## config.mk

```make
export PLATFORM = sky130hd
export DESIGN_NAME = telnet_control_line_parser
export DESIGN_NICKNAME = d
export VERILOG_FILES = /design/src/hw/rtl/tlp_pkg.sv /design/src/hw/rtl/tlp_in_stage.sv /design/src/hw/rtl/tlp_parse_core.sv /design/src/hw/rtl/tlp_out_stage.sv /design/src/hw/rtl/telnet_control_line_parser.sv
export SDC_FILE = /design/constraint.sdc
export NUM_CORES = 1
export LEC_CHECK = 0
export BUFFER_PORTS_ARGS = -buffer_cell sky130_fd_sc_hd__buf_4
export CORE_UTILIZATION = 45
export DETAILED_ROUTE_END_ITERATION = 8
export GPL_ROUTABILITY_DRIVEN = 0
export PLACE_DENSITY = 0.64
export SLEW_MARGIN = 20
export SYNTH_ARGS = -nofsm -noshare
export SYNTH_HDL_FRONTEND = slang
export SYNTH_SLANG_ARGS = --single-unit
```

## constraint.sdc

```tcl
create_clock -name clk_i -period 3.9 [get_ports clk_i]
set_clock_uncertainty 0.05 [all_clocks]
set_input_delay 0.585 -clock clk_i [delete_from_list [all_inputs] [get_ports clk_i]]
set_output_delay 0.585 -clock clk_i [all_outputs]
set_load 0.02 [all_outputs]
```

## src/hw/rtl/tlp_pkg.sv

```systemverilog
// ----------------------------------------------------------------------------
// tlp_pkg
// Shared types and constants for the Telnet control-line parser.
// ----------------------------------------------------------------------------
`default_nettype none

package tlp_pkg;

  localparam int unsigned LineCntW = 16;
  localparam logic [LineCntW-1:0] MaxLineCharsReset = 16'd255;

  // Byte codes
  localparam logic [7:0] CH_NUL  = 8'h00;
  localparam logic [7:0] CH_LF   = 8'h0A;
  localparam logic [7:0] CH_CR   = 8'h0D;
  localparam logic [7:0] CH_WILL = 8'd251;
  localparam logic [7:0] CH_WONT = 8'd252;
  localparam logic [7:0] CH_DO   = 8'd253;
  localparam logic [7:0] CH_DONT = 8'd254;
  localparam logic [7:0] CH_IAC  = 8'd255;

  // Result event codes
  localparam logic [2:0] EV_DATA      = 3'd0;
  localparam logic [2:0] EV_CRLF      = 3'd1;
  localparam logic [2:0] EV_RAWLF     = 3'd2;
  localparam logic [2:0] EV_EOS       = 3'd3;
  localparam logic [2:0] EV_SEND_DONT = 3'd4;
  localparam logic [2:0] EV_SEND_WONT = 3'd5;

  typedef enum logic [2:0] {
    PH_TEXT        = 3'd0,
    PH_CR          = 3'd1,
    PH_IAC         = 3'd2,
    PH_OPT_REFUSE  = 3'd3,
    PH_OPT_DECLINE = 3'd4
  } phase_e;

  typedef struct packed {
    logic [7:0] rx_byte;
    logic       end_of_stream;
  } tlp_in_t;

  typedef struct packed {
    logic [2:0] event_res;
    logic [7:0] value;
  } tlp_out_t;

endpackage

`default_nettype wire

```

## src/hw/rtl/tlp_in_stage.sv

```systemverilog
// ----------------------------------------------------------------------------
// tlp_in_stage
// Input register: captures one request and holds it until the parser
// consumes it.
// ----------------------------------------------------------------------------
`default_nettype none

module tlp_in_stage (
  input  wire logic             clk_i,
  input  wire logic             rst_ni,
  input  wire logic             in_valid_i,
  output logic                  in_stall_o,
  input  wire tlp_pkg::tlp_in_t in_item_i,
  input  wire logic             advance_i,
  output logic                  item_valid_o,
  output tlp_pkg::tlp_in_t      item_o
);

  logic             vld_q, vld_d;
  tlp_pkg::tlp_in_t item_q;
  logic             take;

  // Stall only while a held request cannot move on this cycle.
  assign in_stall_o = vld_q & ~advance_i;
  assign take       = in_valid_i & ~in_stall_o;

  always_comb begin
    vld_d = vld_q;
    if (take) begin
      vld_d = 1'b1;
    end else if (advance_i) begin
      vld_d = 1'b0;
    end
  end

  always_ff @(posedge clk_i or negedge rst_ni) begin
    if (!rst_ni) begin
      vld_q <= 1'b0;
    end else begin
      vld_q <= vld_d;
    end
  end

  always_ff @(posedge clk_i) begin
    if (take) begin
      item_q <= in_item_i;
    end
  end

  assign item_valid_o = vld_q;
  assign item_o       = item_q;

endmodule

`default_nettype wire

```

## src/hw/rtl/tlp_parse_core.sv

```systemverilog
// ----------------------------------------------------------------------------
// tlp_parse_core
// Parse phase machine, line counter and line-length limit register.
// Produces at most one result per consumed request.
// ----------------------------------------------------------------------------
`default_nettype none

module tlp_parse_core (
  input  wire logic                          clk_i,
  input  wire logic                          rst_ni,
  input  wire logic                          cfg_we_i,
  input  wire logic [tlp_pkg::LineCntW-1:0]  cfg_wdata_i,
  input  wire logic                          step_i,
  input  wire tlp_pkg::tlp_in_t              item_i,
  output logic                               res_valid_o,
  output tlp_pkg::tlp_out_t                  res_o
);

  tlp_pkg::phase_e                 phase_q, phase_d;
  logic [tlp_pkg::LineCntW-1:0]    cnt_q, cnt_d;
  logic [tlp_pkg::LineCntW-1:0]    max_q;

  logic [7:0] b;
  logic       eos;
  logic       is_cr, is_lf, is_nul, is_iac, is_will_wont, is_do_dont;
  logic       room;

  assign b            = item_i.rx_byte;
  assign eos          = item_i.end_of_stream;
  assign is_cr        = (b == tlp_pkg::CH_CR);
  assign is_lf        = (b == tlp_pkg::CH_LF);
  assign is_nul       = (b == tlp_pkg::CH_NUL);
  assign is_iac       = (b == tlp_pkg::CH_IAC);
  assign is_will_wont = (b == tlp_pkg::CH_WILL) || (b == tlp_pkg::CH_WONT);
  assign is_do_dont   = (b == tlp_pkg::CH_DO) || (b == tlp_pkg::CH_DONT);
  assign room         = (cnt_q < max_q);

  // Next phase
  always_comb begin
    phase_d = phase_q;
    if (step_i) begin
      if (eos) begin
        phase_d = tlp_pkg::PH_TEXT;
      end else begin
        unique case (phase_q)
          tlp_pkg::PH_CR: begin
            // A second CR keeps us waiting after CR.
            if (is_cr) begin
              phase_d = tlp_pkg::PH_CR;
            end else if (is_iac && !is_nul) begin
              phase_d = tlp_pkg::PH_IAC;
            end else begin
              phase_d = tlp_pkg::PH_TEXT;
            end
          end
          tlp_pkg::PH_IAC: begin
            if (is_will_wont) begin
              phase_d = tlp_pkg::PH_OPT_REFUSE;
            end else if (is_do_dont) begin
              phase_d = tlp_pkg::PH_OPT_DECLINE;
            end else begin
              phase_d = tlp_pkg::PH_TEXT;
            end
          end
          tlp_pkg::PH_OPT_REFUSE,
          tlp_pkg::PH_OPT_DECLINE: begin
            phase_d = tlp_pkg::PH_TEXT;
          end
          default: begin
            if (is_cr) begin
              phase_d = tlp_pkg::PH_CR;
            end else if (is_iac) begin
              phase_d = tlp_pkg::PH_IAC;
            end else begin
              phase_d = tlp_pkg::PH_TEXT;
            end
          end
        endcase
      end
    end
  end

  // Result and line counter
  always_comb begin
    logic       data_sel;
    logic [7:0] data_b;
    logic       line_end;
    logic [2:0] end_ev;

    data_sel    = 1'b0;
    data_b      = b;
    line_end    = 1'b0;
    end_ev      = tlp_pkg::EV_EOS;
    res_valid_o = 1'b0;
    res_o       = '0;
    cnt_d       = cnt_q;

    if (eos) begin
      line_end = 1'b1;
      end_ev   = tlp_pkg::EV_EOS;
    end else begin
      unique case (phase_q)
        tlp_pkg::PH_CR: begin
          if (is_lf) begin
            line_end = 1'b1;
            end_ev   = tlp_pkg::EV_CRLF;
          end else if (is_nul) begin
            data_sel = 1'b1;
            data_b   = tlp_pkg::CH_CR;
          end else if (!is_cr && !is_iac) begin
            data_sel = 1'b1;
          end
        end
        tlp_pkg::PH_IAC: begin
          data_sel = !is_will_wont && !is_do_dont;
        end
        tlp_pkg::PH_OPT_REFUSE: begin
          res_valid_o     = 1'b1;
          res_o.event_res = tlp_pkg::EV_SEND_DONT;
          res_o.value     = b;
        end
        tlp_pkg::PH_OPT_DECLINE: begin
          res_valid_o     = 1'b1;
          res_o.event_res = tlp_pkg::EV_SEND_WONT;
          res_o.value     = b;
        end
        default: begin
          if (is_lf) begin
            line_end = 1'b1;
            end_ev   = tlp_pkg::EV_RAWLF;
          end else if (!is_cr && !is_iac) begin
            data_sel = 1'b1;
          end
        end
      endcase
    end

    if (line_end) begin
      res_valid_o     = 1'b1;
      res_o.event_res = end_ev;
      res_o.value     = '0;
      cnt_d           = '0;
    end else if (data_sel && room) begin
      res_valid_o     = 1'b1;
      res_o.event_res = tlp_pkg::EV_DATA;
      res_o.value     = data_b;
      cnt_d           = cnt_q + 1'b1;
    end
  end

  always_ff @(posedge clk_i or negedge rst_ni) begin
    if (!rst_ni) begin
      phase_q <= tlp_pkg::PH_TEXT;
      cnt_q   <= '0;
      max_q   <= tlp_pkg::MaxLineCharsReset;
    end else begin
      phase_q <= phase_d;
      if (step_i) begin
        cnt_q <= cnt_d;
      end
      if (cfg_we_i) begin
        max_q <= cfg_wdata_i;
      end
    end
  end

`ifndef NO_ASSERTIONS
  a_eos_clears_line: assert property (@(posedge clk_i) disable iff (!rst_ni)
    step_i && eos |=> cnt_q == '0 && phase_q == tlp_pkg::PH_TEXT)
    else $error("end of stream did not clear line state");

  a_data_counts: assert property (@(posedge clk_i) disable iff (!rst_ni)
    step_i && res_valid_o && res_o.event_res == tlp_pkg::EV_DATA
    |=> cnt_q == $past(cnt_q) + 1'b1)
    else $error("data byte passed without counting");

  a_option_replies: assert property (@(posedge clk_i) disable iff (!rst_ni)
    step_i && !eos && (phase_q == tlp_pkg::PH_OPT_REFUSE ||
                       phase_q == tlp_pkg::PH_OPT_DECLINE) |-> res_valid_o)
    else $error("option byte gave no reply");

  a_will_to_refuse: assert property (@(posedge clk_i) disable iff (!rst_ni)
    step_i && !eos && phase_q == tlp_pkg::PH_IAC && is_will_wont
    |=> phase_q == tlp_pkg::PH_OPT_REFUSE)
    else $error("WILL/WONT after IAC not tracked");
`endif

endmodule

`default_nettype wire

```

## src/hw/rtl/tlp_out_stage.sv

```systemverilog
// ----------------------------------------------------------------------------
// tlp_out_stage
// Result register: holds one result until the downstream side takes it.
// ----------------------------------------------------------------------------
`default_nettype none

module tlp_out_stage (
  input  wire logic              clk_i,
  input  wire logic              rst_ni,
  input  wire logic              step_i,
  input  wire logic              res_valid_i,
  input  wire tlp_pkg::tlp_out_t res_i,
  output logic                   free_o,
  output logic                   out_valid_o,
  input  wire logic              out_stall_i,
  output tlp_pkg::tlp_out_t      out_item_o
);

  logic              vld_q, vld_d;
  tlp_pkg::tlp_out_t item_q;
  logic              load;

  // Register is free when empty or being drained this cycle.
  assign free_o = ~vld_q | ~out_stall_i;
  assign load   = step_i & res_valid_i;

  always_comb begin
    vld_d = vld_q;
    if (free_o) begin
      vld_d = load;
    end
  end

  always_ff @(posedge clk_i or negedge rst_ni) begin
    if (!rst_ni) begin
      vld_q <= 1'b0;
    end else begin
      vld_q <= vld_d;
    end
  end

  always_ff @(posedge clk_i) begin
    if (load) begin
      item_q <= res_i;
    end
  end

  assign out_valid_o = vld_q;
  assign out_item_o  = item_q;

endmodule

`default_nettype wire

```

## src/hw/rtl/telnet_control_line_parser.sv

```systemverilog
// ----------------------------------------------------------------------------
// telnet_control_line_parser
// Splits a Telnet control byte stream into lines, refuses option offers
// and enforces a per-line length limit.
//
//   channel | direction | handshake              | payload
//   --------+-----------+------------------------+----------------------------
//   in      | request   | in_valid_i / in_stall_o | in_item_i  (tlp_in_t)
//   out     | result    | out_valid_o / out_stall_i | out_item_o (tlp_out_t)
//   cfg     | write     | cfg_we_i               | cfg_wdata_i (max_line_chars)
//
// One request per cycle while the result side is not stalled; a request passes
// from the input register through the parse step into the result register.
// The parse step is a phase decode plus one 16-bit compare and increment.
// Reset clears the phase, the line counter and the valid flags and sets
// the line limit to 255. A stall on the result side holds the result
// register, then the input register, then stalls the request side.
// ----------------------------------------------------------------------------
`default_nettype none

module telnet_control_line_parser (
  input  wire logic                         clk_i,
  input  wire logic                         rst_ni,
  input  wire logic                         in_valid_i,
  output logic                              in_stall_o,
  input  wire tlp_pkg::tlp_in_t             in_item_i,
  output logic                              out_valid_o,
  input  wire logic                         out_stall_i,
  output tlp_pkg::tlp_out_t                 out_item_o,
  input  wire logic                         cfg_we_i,
  input  wire logic [tlp_pkg::LineCntW-1:0] cfg_wdata_i
);

  logic              item_valid;
  tlp_pkg::tlp_in_t  item;
  logic              out_free;
  logic              step;
  logic              res_valid;
  tlp_pkg::tlp_out_t res;

  assign step = item_valid & out_free;

  tlp_in_stage u_in_stage (
    .clk_i        (clk_i),
    .rst_ni       (rst_ni),
    .in_valid_i   (in_valid_i),
    .in_stall_o   (in_stall_o),
    .in_item_i    (in_item_i),
    .advance_i    (step),
    .item_valid_o (item_valid),
    .item_o       (item)
  );

  tlp_parse_core u_parse_core (
    .clk_i       (clk_i),
    .rst_ni      (rst_ni),
    .cfg_we_i    (cfg_we_i),
    .cfg_wdata_i (cfg_wdata_i),
    .step_i      (step),
    .item_i      (item),
    .res_valid_o (res_valid),
    .res_o       (res)
  );

  tlp_out_stage u_out_stage (
    .clk_i       (clk_i),
    .rst_ni      (rst_ni),
    .step_i      (step),
    .res_valid_i (res_valid),
    .res_i       (res),
    .free_o      (out_free),
    .out_valid_o (out_valid_o),
    .out_stall_i (out_stall_i),
    .out_item_o  (out_item_o)
  );

endmodule

`default_nettype wire

```

* Word-level counts from Yosys, hierarchy flattened
Cells that the tools add are included.
** Word-level totals
- Register bits after elaboration :: 57
- Output and inout port bits :: 13
- Word-level logic and storage cells :: 85
** Operators by class
- $add $sub $neg :: 1
- Order comparisons :: 1
- Equal/unequal tests :: 11
- Mux-type cells :: 37
- Bitwise logic cells :: 9
- Reductions and logical operators :: 17
** Operators by type and width (count)
- equality test 8 bit, second input constant :: 5
- 2-to-1 mux 11 bit :: 3
- 2-to-1 mux 16 bit :: 2
- 2-to-1 mux 8 bit :: 4
- case mux 11 bit (2 select lines) :: 1
- 2-to-1 mux 3 bit :: 6
- adder 16 x 1 -> 16 bit, second input constant :: 1
- equality test 8 x 4 -> 1 bit, second input constant :: 2
- less-than comparator 16 bit :: 1
- 2-to-1 mux 1 bit :: 15
- case mux 3 bit (3 select lines) :: 1
- zero test 8 bit :: 1
- equality test 3 x 2 -> 1 bit, second input constant :: 2
- 2-to-1 mux 2 bit :: 3
- case mux 3 bit (2 select lines) :: 1
- zero test 1 bit :: 5
- AND 1 bit :: 4
- logical AND 1 bit :: 4
- inverter 1 bit :: 4
- nonzero test 2 bit :: 2
- equality test 3 x 1 -> 1 bit, second input constant :: 1
- equality test 3 bit, second input constant :: 1
- case mux 1 bit (3 select lines) :: 1
- OR reduction 3 bit :: 1
- other kinds (4) :: 5

* Longest topological paths before layout
Gate-level depths: netlist of the first run.
- Depth after elaboration :: 12
- Mapped depth :: 10
- Depth with buffers taken out :: 8

* Hierarchy
From an unflattened synthesis of the first run, not the netlist that was laid out.
** Second synthesis, totals
- Cell total of the unflattened synthesis :: 314
- Area total of the unflattened synthesis :: 3144.3 um^2
** Modules (own cells, without submodules)
- tlp_parse_core :: times used 1, cells each 284, area each 2436.1 um^2
- tlp_out_stage :: times used 1, cells each 15, area each 374.1 um^2
- tlp_in_stage :: times used 1, cells each 14, area each 327.8 um^2
- telnet_control_line_parser :: times used 1, cells each 1, area each 6.3 um^2

* Worst setup path after synthesis of the first run
OpenSTA, ideal clock, no wires.
- Path kind :: reg-to-reg
- From :: register u_parse_core.max_q[2] (netlist bit)
- To :: register u_out_stage.item_q, in the netlist u_out_stage.out_item_o[0] (enable)
- Setup time :: 0.386 ns
- Arrival time :: 2.534 ns
- Data required time :: 3.464 ns
- Setup slack :: 0.930 ns
- Stages on the path, launching flop included :: 10
- Clock period less this slack :: 2.970 ns
- Path through :: dfstp_2 > inv_1 > ha_1 > a211oi_1 > o21ai_0 > a21oi_1 > o2111ai_4 > buf_6 > buf_2 > a31oi_1
** Between the ends
- Word-level cells in the longest chain between the ends :: 5
** RTL lines
- from (decl) :: RTL line tlp_parse_core.sv:21 : logic [tlp_pkg::LineCntW-1:0] max_q;
- from (signal assigned) :: RTL line tlp_parse_core.sv:155 : max_q <= tlp_pkg::MaxLineCharsReset;
- from (signal assigned) :: RTL line tlp_parse_core.sv:162 : max_q <= cfg_wdata_i;
- less-than comparator 16 bit :: RTL line tlp_parse_core.sv:36 : assign room = (cnt_q < max_q);
- logical AND 1 bit :: RTL line tlp_parse_core.sv:143 : end else if (data_sel && room) begin
- 2-to-1 mux 1 bit :: RTL line tlp_parse_core.sv:143
- 2-to-1 mux 1 bit :: RTL line tlp_parse_core.sv:138 : if (line_end) begin
- AND 1 bit :: RTL line tlp_out_stage.sv:25 : assign load = step_i & res_valid_i;
- named net u_out_stage.load :: RTL line tlp_out_stage.sv:21 : logic load;
- to (signal assigned) :: RTL line tlp_out_stage.sv:44 : item_q <= res_i;
- to (decl) :: RTL line tlp_out_stage.sv:20 : tlp_pkg::tlp_out_t item_q;
The timed path passes the listed nets, and every way through them passes these cells.
A chain may end at the register's enable or synchronous reset.

* Worst setup path after layout of the first run
- From :: register u_parse_core.phase_q[0]
- To :: register u_parse_core.cnt_q[7] (netlist bit)
** Between the ends
- Word-level cells in the longest chain between the ends :: 7
- Elaborated cells between the ends (all ways) :: 14
** RTL lines
- from (decl) :: RTL line tlp_parse_core.sv:19 : tlp_pkg::phase_e phase_q, phase_d;
- from (signal assigned) :: RTL line tlp_parse_core.sv:153 : phase_q <= tlp_pkg::PH_TEXT;
- from (signal assigned) :: RTL line tlp_parse_core.sv:157 : phase_q <= phase_d;
- equality test 3 x 2 -> 1 bit / equality test 3 bit (equally long branches) :: RTL line tlp_parse_core.sv:102 : unique case (phase_q)
- OR reduction 2 bit (no line)
- case mux 1 bit (3 select lines) :: RTL line tlp_parse_core.sv:102
- 2-to-1 mux 1 bit :: RTL line tlp_parse_core.sv:98 : if (eos) begin
- logical AND 1 bit :: RTL line tlp_parse_core.sv:143
- nonzero test 2 bit (no line)
- AND reduction 2 bit (no line)
- to (signal assigned) :: RTL line tlp_parse_core.sv:159 : cnt_q <= cnt_d;
- to (decl) :: RTL line tlp_parse_core.sv:20 : logic [tlp_pkg::LineCntW-1:0] cnt_q, cnt_d;
Several ways; a longest one is shown, not always the timed one.

==> results of run 1 <==
==> worst register-to-register path, stage by stage (launching register included) <==
cell and delay, ns:
dfrtp_1 0.47, nor3b_2 0.32, nor3b_1 0.11, a21oi_1 0.85, nand2_1 0.45, or4b_1 0.59
o21ai_0 0.15
==> through the flow <==
stage | hold slack, ns | std cells | util [%]
after global routing | 0.1849 | 421 | 55.91
after detailed placement | 0.4520 | 405 | 52.54
after global placement | 0.4496 | 405 | 52.54
after CTS | 0.1667 | 421 | 55.91
after floorplan | 0.2394 | 300 | -
final | 0.1494 | 421 | 55.91
==> worst min-delay path by stage <==
stage / from / endpoint / slack [ns]
final: rst_ni / u_parse_core.max_q[12] / 0.15
after global routing: rst_ni / u_parse_core.max_q[11] / 0.18
after detailed placement: u_parse_core.max_q[7] / u_parse_core.max_q[7] / 0.45
after floorplan: rst_ni / u_in_stage.item_valid_o / 0.24
after CTS: rst_ni / u_parse_core.max_q[12] / 0.17
after global placement: u_parse_core.max_q[7] / u_parse_core.max_q[7] / 0.45
==> per-layer routing <==
layer | vias up | wire length (um) | track usage [%]
met5 | - | 0 | 0
met4 | 0 | 196 | 12.17
met3 | 17 | 206 | 4.425
met2 | 42 | 2795 | 28.99
met1 | 1131 | 3067 | 26.42
li1 | 1176 | - | -
==> logic make-up after synthesis <==
group,after synthesis
mux,2
xor+xnor,3
flops,57
buf+inv,36
simple gates,118
fa+ha+maj,16
compound gates,68
==> sequential cells by signal, summed over array words and instances, names as in the netlist <==
name	count
u_out_stage.out_item_o	11
u_parse_core.phase_q	3
u_in_stage.item_o	9
u_parse_core.max_q	16
u_parse_core.cnt_q	16
u_in_stage.item_valid_o	1
u_out_stage.out_valid_o	1
==> cell usage in the layout (no fill, tap or decap), types with 4 or more instances in the layout <==
cell and count:
buf_4 43, nand2_1 42, dfrtp_1 29, o21ai_0 22, inv_1 21, edfxtp_1 20, nand3_1 17, ha_1 16
clkbuf_8 13, o211ai_1 12, or4_1 9, a21oi_1 9, and2_1 8, dfstp_2 8, nor2_1 6, o31ai_1 6
and4_1 5, nor2b_1 4, o21a_1 4, nand2b_1 4
==> power by group <==
group | total, mW | internal [mW] | switching [mW]
Clock | 0.593 | 0.364 | 0.229
Combinational | 0.388 | 0.164 | 0.223
Sequential | 0.816 | 0.722 | 0.0936
==> final cells by class <==
type | count | area share (%)
clock buffer | 14 | 5.059
clock inverter | 2 | 0.9702
inverter | 21 | 2.183
multi-input combinational | 207 | 37.63
sequential | 57 | 42.55
tap | 77 | 2.668
timing repair buffer | 43 | 8.940
==> impl_metrics.py, run 1 <==
metrics = {
    "synthesis": {
        "yosys_register_bits": 57,
        "synth_top_family_by_area": "simple AND/OR/NAND/NOR gates",
        "synth_xor_area_share_pct": 0.8614,
        "synth_area_leaders": "dfrtp_1 24%, edfxtp_1 20%, dfstp_2 6.9%",
        "synth_fa_ha_area_share_pct": 6.563,
        "seq_area_frac_synth_pct": 50.37,
        "postSynthAreaPerCell_um2": 10.17,
        "netlist_top_cells_count": "42 x nand2_1, 29 x dfrtp_1, 22 x o21ai_0, 21 x inv_1, 20 x edfxtp_1",
        "synth-async-reset-ratio_pct": 64.91,
        "synthFlopType": "dfrtp_1",
        "synth_area_mm2": 0.003050,
        "synth_compound_area_share_pct": 15.26,
        "muxShareOfSynthArea_pct": 0.6973,
        "synth_edf_count": 20,
        "synthCells": 300,
        "yosysTopAreaCell": "dfrtp_1",
        "synth_simple_gate_area_share_pct": 21.16,
        "yosys_warnings": 0,
        "yosysMostFrequentCell": "nand2_1",
        "syn-num-nets": 346,
        "netlist.area_leader.share_pct": 23.79,
        "netlist-cell-type-count": 50,
    },
    "cts": {
        "clockBufferDepth": 2,
        "cts-resized-gates": 0,
        "ctsHoldBuffers": 0,
        "numCtsBuffers": 9,
        "cts_setup_buffers": 0,
        "clkLatencyLatePin_ns": 0.34,
        "clock-sinks": 57,
        "clock-root-buffer": "clkbuf_8",
        "path_clk_slew_ns": 0.06,
        "cts_tree": "built",
        "cts-htree-levels": 3,
    },
    "floorplanning": {
        "ios": 43,
        "core_mm2": 0.006459,
        "die_h_um": 84.34,
        "die-area_mm2": 0.007112,
        "rows": 29,
        "die_x_um": 84.34,
        "start_util_pct": 47.23,
    },
    "power": {
        "finalPower_mw": 1.796,
        "ir_drop_mv": 0.2358,
        "p_leak_nw": 1.545,
        "p_per_area_mw_per_mm2": 497.4,
    },
    "routing": {
        "drt-pass1-iter-count": 4,
        "via_per_inst": 5.620,
        "drt_iter0_markers": 130,
        "route.detailed.drc": 0,
        "post_drt_wl_per_cell_um": 14.88,
        "vias": 2366,
        "drt_wl_total_um": 6266,
        "ant_nets": 0,
    },
    "setup_path": {
        "start_kind": "flip-flop",
        "path_cells": "nor3b_2, nor3b_1, a21oi_1, nand2_1, or4b_1, o21ai_0",
        "worstSetupEndpoint": "u_parse_core.cnt_q[7]",
        "worstRegToRegCells": 6,
        "critical_path.max_fanout": 14,
        "worstReg2RegEnd": "u_parse_core.cnt_q[7]",
        "crit_type": "reg2reg",
        "worst-path-stages": 6,
        "worstPathArrival_ns": 3.26,
        "crit_family": "simple AND/OR/NAND/NOR gates",
        "critPathSlowestCell": "a21oi_1",
        "worst_setup_path_end_kind": "flip-flop",
        "reg2reg_from": "u_parse_core.phase_q[0]",
        "required_ns": 4.10,
        "worst-path-buf-inv": 0,
        "max_stage_delay_ns": 0.85,
        "worstSetupStartpoint": "u_parse_core.phase_q[0]",
        "reg2reg_slack_ns": 0.84,
    },
    "cells_and_area": {
        "syn_to_final_growth_pct": 18.38,
        "fill_cells": 588,
        "multi_input_area_mm2": 0.001359,
        "final_layout_size_suffix_gt1_share_pct": 21.51,
        "regArea_mm2": 0.001536,
        "post-route-cell-area_mm2": 0.003611,
        "layout.nets": 385,
        "n_antenna_cell": 0,
    },
    "hold_path": {
        "hp-class": "in2async",
    },
    "timing": {
        "rsz0062_at_grt": "no",
        "tns_ns": 0,
        "fmax_mhz": 326.4,
        "finalMaxSlewViolations": 0,
        "relSlewSlack_pct": 29.05,
        "setup_violations": 0,
        "tightest_slew_ns": 1.064,
        "min_period_over_period_pct": 78.56,
        "fin_ws_ns": 0.8361,
        "layout_min_cycle_time_ns": 3.064,
        "timing.final.hold_violations": 0,
    },
    "grt": {
        "grt_max_degree": 38,
        "grt_use_total_pct": 19.65,
        "grt_pass1_wl_um": 10820,
        "antenna_found_initial": 0,
        "grt_pass1_vias": 2274,
        "overflow": 0,
    },
    "placement": {
        "placed_cell_area_mm2": 0.003393,
        "port_buffers": 42,
        "hpwl_um": 4491,
        "dp_slack_ns": 0.8650,
    },
    "status": {
        "status": "complete, no violations",
    },
    "job": {
        "max_cap_violations": 0,
    },
}
Note: power is estimated with default switching activity, not from simulation.
==> inputs of run 2 (changes only) <==
Settings changed: ABC_AREA from default to 1, PLACE_DENSITY 0.64 to 0.66.
Clock period 3.9 ns to 2.57 ns, I/O delays scaled along.
==> run 2 against run 1 <==
  * Sequential cell count unchanged
  * Fmax increased by 35%
  * Sequential power increased by 35%
  * Critical path type unchanged
  * Via count increased by 13%
  * Design area increased by 9.9%
  * Critical endpoint is now u_out_stage.out_item_o[0]
  * Utilization increased by 1.2 points
  * Clock power increased by 72%
==> impl_metrics.py, run 2 <==
metrics = {
    "cts": {
        "cts-resized-gates": 0,
        "cts-htree-levels": 3,
        "cts_setup_buffers": 0,
        "clockBufferDepth": 2,
        "path_clk_slew_ns": 0.06,
        "clkLatencyLatePin_ns": 0.35,
        "clock-root-buffer": "clkbuf_8",
        "cts_tree": "built",
        "ctsHoldBuffers": 1,
        "clock-sinks": 57,
        "numCtsBuffers": 9,
    },
    "routing": {
        "via_per_inst": 4.836,
        "drt-pass1-iter-count": 4,
        "vias": 2684,
        "route.detailed.drc": 0,
        "ant_nets": 0,
        "drt_wl_total_um": 6377,
        "post_drt_wl_per_cell_um": 11.49,
        "drt_iter0_markers": 100,
    },
    "timing": {
        "layout_min_cycle_time_ns": 2.269,
        "tns_ns": 0,
        "finalMaxSlewViolations": 0,
        "relSlewSlack_pct": 68.73,
        "holdWs_ns": 0.1623,
        "timing.final.hold_violations": 0,
        "rsz0062_at_grt": "no",
        "tightest_slew_ns": 0.4648,
        "fmax_mhz": 440.7,
        "setup_violations": 0,
        "min_period_over_period_pct": 88.29,
    },
    "synthesis": {
        "synthCells": 404,
        "synth_area_leaders": "dfrtp_1 22%, edfxtp_1 18%, nand2_1 12%",
        "netlist-cell-type-count": 31,
        "synth_area_mm2": 0.003289,
        "netlist_top_cells_count": "102 x nand2_1, 61 x nor2_1, 44 x inv_1, 31 x nand3_1, 29 x dfrtp_1",
        "yosys_warnings": 0,
        "netlist.area_leader.share_pct": 22.06,
        "yosysMostFrequentCell": "nand2_1",
        "synthFlopType": "dfrtp_1",
        "yosysTopAreaCell": "dfrtp_1",
        "syn-num-nets": 450,
        "synth_edf_count": 20,
        "yosys_register_bits": 57,
        "synth-async-reset-ratio_pct": 64.91,
        "seq_area_frac_synth_pct": 46.71,
        "postSynthAreaPerCell_um2": 8.142,
    },
    "cells_and_area": {
        "syn_to_final_growth_pct": 20.62,
        "fill_cells": 640,
        "final_cell_mix": "102 x nand2_1, 61 x nor2_1, 45 x buf_4, 44 x inv_1, 31 x nand3_1",
        "final_common_cell": "nand2_1",
        "multi_input_area_mm2": 0.001520,
        "layout.nets": 500,
        "regArea_mm2": 0.001536,
        "final_layout_size_suffix_gt1_share_pct": 21.13,
        "n_antenna_cell": 0,
    },
    "setup_path": {
        "worst_setup_path_end_kind": "flip-flop",
        "crit_type": "reg2reg",
        "worstPathArrival_ns": 2.29,
        "reg2reg_slack_ns": 0.30,
        "required_ns": 2.59,
        "reg2reg_from": "u_parse_core.max_q[5]",
        "worstRegToRegCells": 12,
        "start_kind": "flip-flop",
        "worstReg2RegEnd": "u_out_stage.out_item_o[0]",
        "critical_path.max_fanout": 17,
    },
    "floorplanning": {
        "die_h_um": 87.50,
        "rows": 30,
        "die-area_mm2": 0.007655,
        "ios": 43,
        "die_x_um": 87.50,
        "core_mm2": 0.006944,
        "start_util_pct": 47.37,
    },
    "power": {
        "p_per_area_mw_per_mm2": 636.1,
        "p_leak_nw": 1.902,
        "ir_drop_mv": 0.3554,
    },
    "hold_path": {
        "hp-start": "in_item_i[4]",
        "hold_end": "u_in_stage.item_o[4]",
        "hp-class": "in2reg",
        "whs_path_depth": 1,
    },
    "grt": {
        "grt_pass1_wl_um": 10960,
        "antenna_found_initial": 0,
        "grt_max_degree": 38,
        "overflow": 0,
        "grt_pass1_vias": 2452,
        "grt_use_total_pct": 19.03,
    },
    "placement": {
        "port_buffers": 42,
        "hpwl_um": 4791,
    },
    "job": {
        "max_cap_violations": 0,
    },
    "status": {
        "status": "complete, no violations",
    },
}
==> run 2: cell count changes after synthesis, moves of 8 or more <==
cell and delta:
nand2_2 +10, nand3_1 +14, inv_1 +23, or4_1 -9, nor3_1 +8, and2_1 -8
nor2_1 +55, nand2_1 +60, o211ai_1 -11
==> run 2: worst max path at each step <==
stage,from,slack (ns),end
6_report,u_parse_core.max_q[5],0.30,u_out_stage.out_item_o[0]
4_1_cts,u_parse_core.max_q[5],0.29,u_out_stage.out_item_o[0]
3_5_place_dp,u_parse_core.max_q[5],0.31,u_out_stage.out_item_o[4]
5_1_grt,u_parse_core.max_q[5],0.12,u_out_stage.out_item_o[9]
3_3_place_gp,u_parse_core.max_q[5],0.33,u_out_stage.out_item_o[4]
2_1_floorplan,u_parse_core.max_q[5],0.23,u_out_stage.out_item_o[0]
==> run 2: kinds of logic after synthesis <==
| kind of cell | after synthesis | synth area share (%) |
|---|---|---|
| AOI/OAI and AO/OA | 36 | 6.048 |
| adders and majority gates | 16 | 6.086 |
| xor gates and xnor gates | 12 | 3.195 |
| buffers and inverters | 56 | 7.075 |
| and+or+nand+nor | 226 | 30.54 |
| DFF | 57 | 46.71 |
| muxes | 1 | 0.3423 |
==> run 2: per-stage QoR <==
stage	cells	total power [mW]	util [%]	setup slack, ns	cell area (um^2)
after floorplan	404	1.370	-	0.2281	3289
after global placement	538	1.513	53.50	0.3272	3715
after detailed placement	538	1.529	53.50	0.3057	3715
after CTS	555	2.549	57.14	0.2884	3968
after global routing	555	2.649	57.14	0.1213	3968
final	555	2.524	57.14	0.3010	3968
==> run 2: layout make-up <==
type,instances,area share [%]
sequential,57,38.73
inverter,48,4.541
clock inverter,7,2.996
multi-input combinational,291,38.32
tap,96,3.027
clock buffer,9,3.122
timing repair buffer,47,9.272
==> run 2: critical path, cell delays in order, from the launching register on <==
cell and delay [ns]:
dfstp_2 0.51, inv_1 0.05, ha_1 0.30, a21oi_1 0.13
nor2_1 0.05, nor3_1 0.12, nand2_1 0.09, nand2_1 0.10
nand3_4 0.12, nand2_8 0.16, nand2_8 0.05, nand2_1 0.10
buf_12 0.14
==> run 2: power by group <==
part | total [mW] | switching (mW) | internal (mW)
sequential | 1.10 | 0.0616 | 1.04
clock | 1.02 | 0.374 | 0.643
combinational | 0.409 | 0.249 | 0.160
==> run 2: routing by layer <==
metal	part of all wire [%]	global-route usage (%)
met5	0	0
met4	2.1	9.389
met3	3.8	3.697
met2	45	30.26
met1	49	24.80
